[config.mk]
export PLATFORM = sky130hd
export DESIGN_NAME = dht_mac
export DESIGN_NICKNAME = d
export VERILOG_FILES = /design/src/sv/dht_pkg.sv /design/src/sv/dht_mac.sv
export SDC_FILE = /design/constraint.sdc
export NUM_CORES = 1
export LEC_CHECK = 0
export BUFFER_PORTS_ARGS = -buffer_cell sky130_fd_sc_hd__buf_4
export CORE_MARGIN = 2
export CORE_UTILIZATION = 60
export CTS_BUF_LIST = sky130_fd_sc_hd__clkbuf_8
export DETAILED_ROUTE_END_ITERATION = 10
export GPL_ROUTABILITY_DRIVEN = 0
export PLACE_DENSITY = 0.88
export RECOVER_POWER = 25
export SLEW_MARGIN = 30
export SYNTH_ARGS = -nofsm -noshare
export SYNTH_HDL_FRONTEND = slang
export SYNTH_SLANG_ARGS = --single-unit
[constraint.sdc]
create_clock -name clk_i -period 5 [get_ports clk_i]
set_input_delay 0 -clock clk_i [delete_from_list [all_inputs] [get_ports clk_i]]
set_output_delay 0 -clock clk_i [all_outputs]
set_load 0.05 [all_outputs]
[src/sv/dht_pkg.sv]
// ----------------------------------------------------------------------------
// dht_pkg
// Shared constants and types of the direct Hilbert transform unit.
// ----------------------------------------------------------------------------
package dht_pkg;

  // Field widths fixed by the item format
  localparam int SAMPLE_W = 16;
  localparam int INDEX_W  = 10;
  localparam int CFG_W    = 11;
  localparam int OUT_W    = 24;

  localparam int OUT_MAX = 8388607;
  localparam int OUT_MIN = -8388608;

  localparam logic [CFG_W-1:0] CFG_COUNT_RESET = 11'd1024;

  // round(2^64 / pi)
  localparam logic [63:0] INV_PI_Q64 = 64'h517C_C1B7_2722_0A95;

  // Item kinds
  localparam logic KIND_WRITE   = 1'b0;
  localparam logic KIND_COMPUTE = 1'b1;

  // Sequencer to MAC control
  typedef struct packed {
    logic clr;  // clear accumulator
    logic vld;  // operands on the read ports form a term
    logic add;  // add term (n > k), else subtract
  } mac_ctrl_t;

endpackage

[src/sv/dht_mac.sv]
// ----------------------------------------------------------------------------
// dht_mac
// Shared multiply-accumulate unit with round-half-up shift and 24-bit saturation.
// ----------------------------------------------------------------------------
module dht_mac
  import dht_pkg::*;
#(
  parameter int COEF_FRAC_BITS = 18,
  parameter int CNT_BITS       = 10
) (
  input  logic                        clk_i,
  input  logic                        rst_ni,
  input  mac_ctrl_t                   ctrl_i,
  input  logic signed [SAMPLE_W-1:0]  sample_i,
  input  logic [COEF_FRAC_BITS-2:0]   coef_i,
  output logic                        busy_o,
  output logic signed [OUT_W-1:0]     result_o
);

  localparam int CW  = COEF_FRAC_BITS - 1;
  localparam int PW  = SAMPLE_W + CW + 1;
  localparam int ACW = PW + CNT_BITS;
  localparam int RW  = ACW + 1;

  localparam logic signed [RW-1:0] HALF   = RW'(1) << (COEF_FRAC_BITS - 1);
  localparam logic signed [RW-1:0] SAT_HI = RW'(OUT_MAX);
  localparam logic signed [RW-1:0] SAT_LO = RW'(OUT_MIN);

  logic signed [PW-1:0]  prod_d, prod_q;
  logic                  p_v_q, p_add_q;
  logic signed [ACW-1:0] acc_q, term;
  logic signed [RW-1:0]  rnd, yv;

  assign prod_d = sample_i * $signed({1'b0, coef_i});
  assign term   = ACW'(prod_q);

  always_ff @(posedge clk_i or negedge rst_ni) begin
    if (!rst_ni) begin
      p_v_q <= 1'b0;
    end else begin
      p_v_q <= ctrl_i.vld;
    end
  end

  always_ff @(posedge clk_i) begin
    prod_q  <= prod_d;
    p_add_q <= ctrl_i.add;
    if (ctrl_i.clr) begin
      acc_q <= '0;
    end else if (p_v_q) begin
      acc_q <= p_add_q ? acc_q + term : acc_q - term;
    end
  end

  // floor((acc + half) / 2^F), then clamp
  assign rnd = RW'(acc_q) + HALF;
  assign yv  = rnd >>> COEF_FRAC_BITS;

  always_comb begin
    if (yv > SAT_HI) begin
      result_o = OUT_W'(SAT_HI);
    end else if (yv < SAT_LO) begin
      result_o = OUT_W'(SAT_LO);
    end else begin
      result_o = yv[OUT_W-1:0];
    end
  end

  assign busy_o = p_v_q;

endmodule

Yosys cells after proc, flatten, opt, wreduce, memory -nomap -nowiden
Cells that the tools add are included.
{"block": "totals", "word_cells": 13, "register_bits": 80, "output_inout_bits": 25, "inputBits": 38}
{"block": "op_classes", "addsub": 3, "n_mul": 1, "mux": 3, "order_cmp": 2}
{"op": "two-way mux 24 bit", "count": 2}
{"op": "adder 44 x 19 -> 45 bit (second input constant)", "count": 1}
{"op": "adder 44 x 34 -> 44 bit", "count": 1}
{"op": "two-way mux 44 bit", "count": 1}
{"op": "subtractor 44 x 34 -> 44 bit", "count": 1}
{"op": "multiplier 16 x 18 -> 34 bit", "count": 1}
{"op": "greater-than comparator 27 x 24 -> 1 bit (second input constant)", "count": 1}
{"op": "< comparator 27 x 24 -> 1 bit (second input constant)", "count": 1}

Longest topological paths before layout
{"block": "logic_depth", "word_depth": 4, "mapped_depth": 24, "depth_no_buf": 23}

Worst setup path after synthesis
OpenSTA, ideal clock, no wires.
{"block": "synth_timing", "kind": "in2reg", "startpoint": "in sample_i[9]", "endpoint": "reg prod_q[32]", "slack_ps": -727, "t_arrival_ps": 5591, "stages": 21, "required_ps": 4864, "setup_ps": 136, "cell_sequence": "clkbuf_1 -> clkbuf_1 -> nand2_1 -> fa_1 -> inv_1 -> fa_1 -> fa_1 -> fa_1 -> fa_1 -> inv_1 -> fa_1 -> inv_1 -> ha_1 -> and3_1 -> a221o_1 -> a31oi_1 -> o211a_1 -> o31ai_1 -> a31oi_1 -> o41ai_1 -> xor2_1"}
{"block": "synth_between", "elab_chain_len": 1}
{"item": "from (decl)", "line": "dht_mac.sv:14", "text": "input logic signed [SAMPLE_W-1:0] sample_i,"}
{"item": "multiplier 16 x 18 -> 34 bit", "line": "dht_mac.sv:34", "text": "assign prod_d = sample_i * $signed({1'b0, coef_i});"}
{"item": "net prod_d[32]", "line": "dht_mac.sv:29", "text": "logic signed [PW-1:0] prod_d, prod_q;"}
{"item": "to (signal assigned)", "line": "dht_mac.sv:46", "text": "prod_q <= prod_d;"}
{"item": "to (decl)", "line": "dht_mac.sv:29"}
The timed path passes the listed nets, and every way through them passes these cells.
A chain may end at the register's enable or synchronous reset.

Final worst setup path
{"block": "layout_timing", "startpoint": "in coef_i[5]", "endpoint": "reg prod_q[32]"}
{"block": "layout_between", "elab_chain_len": 1}
{"item": "from (decl)", "line": "dht_mac.sv:15", "text": "input logic [COEF_FRAC_BITS-2:0] coef_i,"}
{"item": "multiplier 16 x 18 -> 34 bit", "line": "dht_mac.sv:34"}
{"item": "net prod_d[32]", "line": "dht_mac.sv:29"}
The timed path passes the listed nets, and every way through them passes these cells.

==> results by group <==
Clock tree
  • CTS tree: built
  • Clock buffer depth: 2
  • Root Buffer: clkbuf_8
  • Clk slew on worst S/H paths: 0.09 ns
  • Clock sink total: 80
  • H-tree depth: 3
  • Skew-Pair Late Insertion Delay: around 0.37 ns
  • Total CTS buffers: 9

Worst hold path
  • HP Class: in2reg

Yosys
  • Ys async rst share: approximately 1.3%
  • Yosys cell types: 68
  • Post-Syn Area: around 15000 um2
  • Seq/Total Area, Yosys: around a tenth
  • Cells after Synth: ~1800
  • Number of enable flip-flop cells after synthesis: 0
  • Synthesis-stage register bit count: 80
  • Synth warn: 0
  • Syn nets: about 2200
  • Mean Syn Cell Area: around 8.4 um2
  • Most common flop cell mapped by yosys: dfxtp_1

STA
  • Count of final setup violators: 9
  • Relative slew slack: -93.4%
  • Fmax: between 0.15 and 0.2 GHz
  • Worst-margin pin slew: ~2.9 ns
  • RSZ-0062 raised after global routing: yes
  • PnR worst setup slack: -0.194 ns
  • Slew Viols, Final: 51
  • Clock skew: ~0.011 ns
  • Final worst path period share: 104%
  • Post-layout min period: between 5 and 6 ns
  • Final Hold Fails: 0

Cells and area
  • Number of diodes: 0
  • Final net count: ~2400
  • Most common cell after layout, fill and taps aside: inv_1
  • Most frequent cells in the layout: inv_1 (278), fa_1 (200), nand2_1 (195)
  • Share of cells above drive strength 1: approximately 15%
  • Synth-to-layout area growth: 14.5%
  • Final Core Density: just under 70%

Routing
  • Drt via density: approximately 5.8
  • Routed Antenna Nets: 0
  • DRT iter0 DRCs: 920
  • Routed wire length: 38700 um
  • Routed vias: about 13000
  • DRC Markers: 0
  • DR pass1 iterations: 5
  • Wire per inst: roughly 17 um

GRT
  • GRT Total Usage: between 20% and 30%
  • Vias in the first global route: between 10000 and 15000
  • Pin count of the biggest net entering global routing: 52
  • First-pass GRT wire length: slightly above 60000 um
  • GRT Residual Overflow: 0
  • Initial antenna violation count: 0

Outcome
  • Outcome: complete, but fails checks
  • Failing checks: max-capacitance violations, max-slew violations, negative setup slack

Critical path
  • WP data arrival: 5.49 ns
  • CP max FO: 5
  • Flop2flop setup slack: 0.13 ns
  • Critical setup path kind: in2reg
  • Reg2reg path depth: 16
  • WP data required: 5.30 ns
  • Startpoint Class: input pin
  • Crit Reg-Reg Endpoint: acc_q[32]
  • Worst setup path end: prod_q[32]
  • FF-to-FF Start: prod_q[5]
  • Start point of the critical path: coef_i[5]
  • Crit path capture type: flip-flop

Die
  • Boundary pin count: 63
  • Die Wd: about 160 um
  • Num rows: a little under 60
  • Core area: between 20000 and 30000 um2
  • Initial core utilization: around 60%
  • Total Die Area: around 27000 um2
  • Die height: approximately 160 um

Flow run
  • Max-cap violations: 1

Placement
  • Count of input and output buffers: 62
  • Hpwl dp: 31000 um
-- registers in the layout, summed over array words and instances, names as in the netlist --
name	cells
acc_q	44
prod_q	34
busy_o	1
p_add_q	1
-- worst max-delay path, stage by stage --
cell and delay (ns):
buf_4 0.12, buf_4 0.13, buf_4 0.15, and2_1 0.15
fa_1 0.53, inv_1 0.05, fa_1 0.43, inv_1 0.07
ha_1 0.14, inv_1 0.05, fa_1 0.56, fa_1 0.44
fa_1 0.55, inv_1 0.05, ha_1 0.36, o21a_1 0.20
o21a_1 0.20, a31oi_2 0.13, o211a_1 0.31, o31ai_4 0.28
a31oi_4 0.15, o41ai_2 0.27, xor2_1 0.17
-- worst min path at each step --
stage,start,end,slack [ns],cells past startpoint
CTS,ctrl_i[2],acc_q[39],0.08,2
global route,ctrl_i[2],acc_q[34],0.10,2
floorplan,rst_ni,busy_o,-0.30,0
finish,ctrl_i[2],acc_q[39],0.08,2
global placement,rst_ni,busy_o,-0.23,1
detailed placement,rst_ni,busy_o,-0.22,1
-- cells in the mapped netlist, types with 16 or more instances --
master / instances / area [um2]
xor2_1: 59 / 517
nand2b_1: 16 / 100
nand3_1: 35 / 175
a21o_1: 32 / 240
ha_1: 169 / 2110
fa_1: 209 / 4180
o21ai_0: 59 / 295
inv_1: 289 / 1080
nor2_1: 101 / 379
xnor2_1: 55 / 482
dfxtp_1: 79 / 1580
o21bai_1: 20 / 150
clkbuf_1: 61 / 229
nand2_1: 195 / 732
a21oi_1: 91 / 455
mux2i_1: 28 / 280
nor3_1: 21 / 105
and2_1: 131 / 820
-- through the flow --
step	setup TNS, ns	instance area (um2)	std cells	setup slack, ns	hold WS (ns)
finish	-0.806	17400	2291	-0.194	0.0838
global route	-2.69	17400	2291	-0.356	0.101
CTS	-0.125	17300	2289	-0.0500	0.0844
detailed placement	-6.29	16900	2256	-0.619	-0.224
global placement	-4.69	16900	2256	-0.478	-0.225
floorplan	-0.993	15400	1810	-0.229	-0.296
-- final cells by class --
class / instances / area [um2]
clock buffer: 10 / 138
fill: 1743 / 7620
tap: 330 / 413
multi-input combinational: 1375 / 12500
clock inverter: 6 / 75.1
inverter: 290 / 1090
timing repair buffer: 200 / 1550
sequential: 80 / 1610
-- metal layers --
layer	track usage, %	vias to the layer above	share of wire [%]
li1	-	6156	-
met1	36.1	6403	39
met2	51.7	656	51
met3	2.64	110	7.5
met4	8.65	0	2.6
met5	0	-	0
-- cells by family (layout without fill, tap and decap cells) --
kind of cell    count (synthesis)  count (layout)  synth area share [%]
compound gates                293             293                  12.3
xor+xnor                      114             114                  6.57
fa+ha+maj                     378             378                  41.4
buf+inv                       355             506                  8.77
flops                          80              80                  10.6
mux                            34              34                  2.34
simple gates                  556             556                  18.1
-- what timing repair did --
| action | in CTS | in global routing |
|---|---|---|
| gates resized for setup | 30 | 23 |
| hold buffers | 5 | 0 |
| setup endpoints to repair | 8 | 18 |
| pin swaps | 57 | 20 |
| endpoints found under the hold margin | 4 | 0 |
| buffers inserted | 12 | 3 |
Power is not shown: default switching activity piles up to over one toggle a cycle in this logic, so the estimate is an artifact.
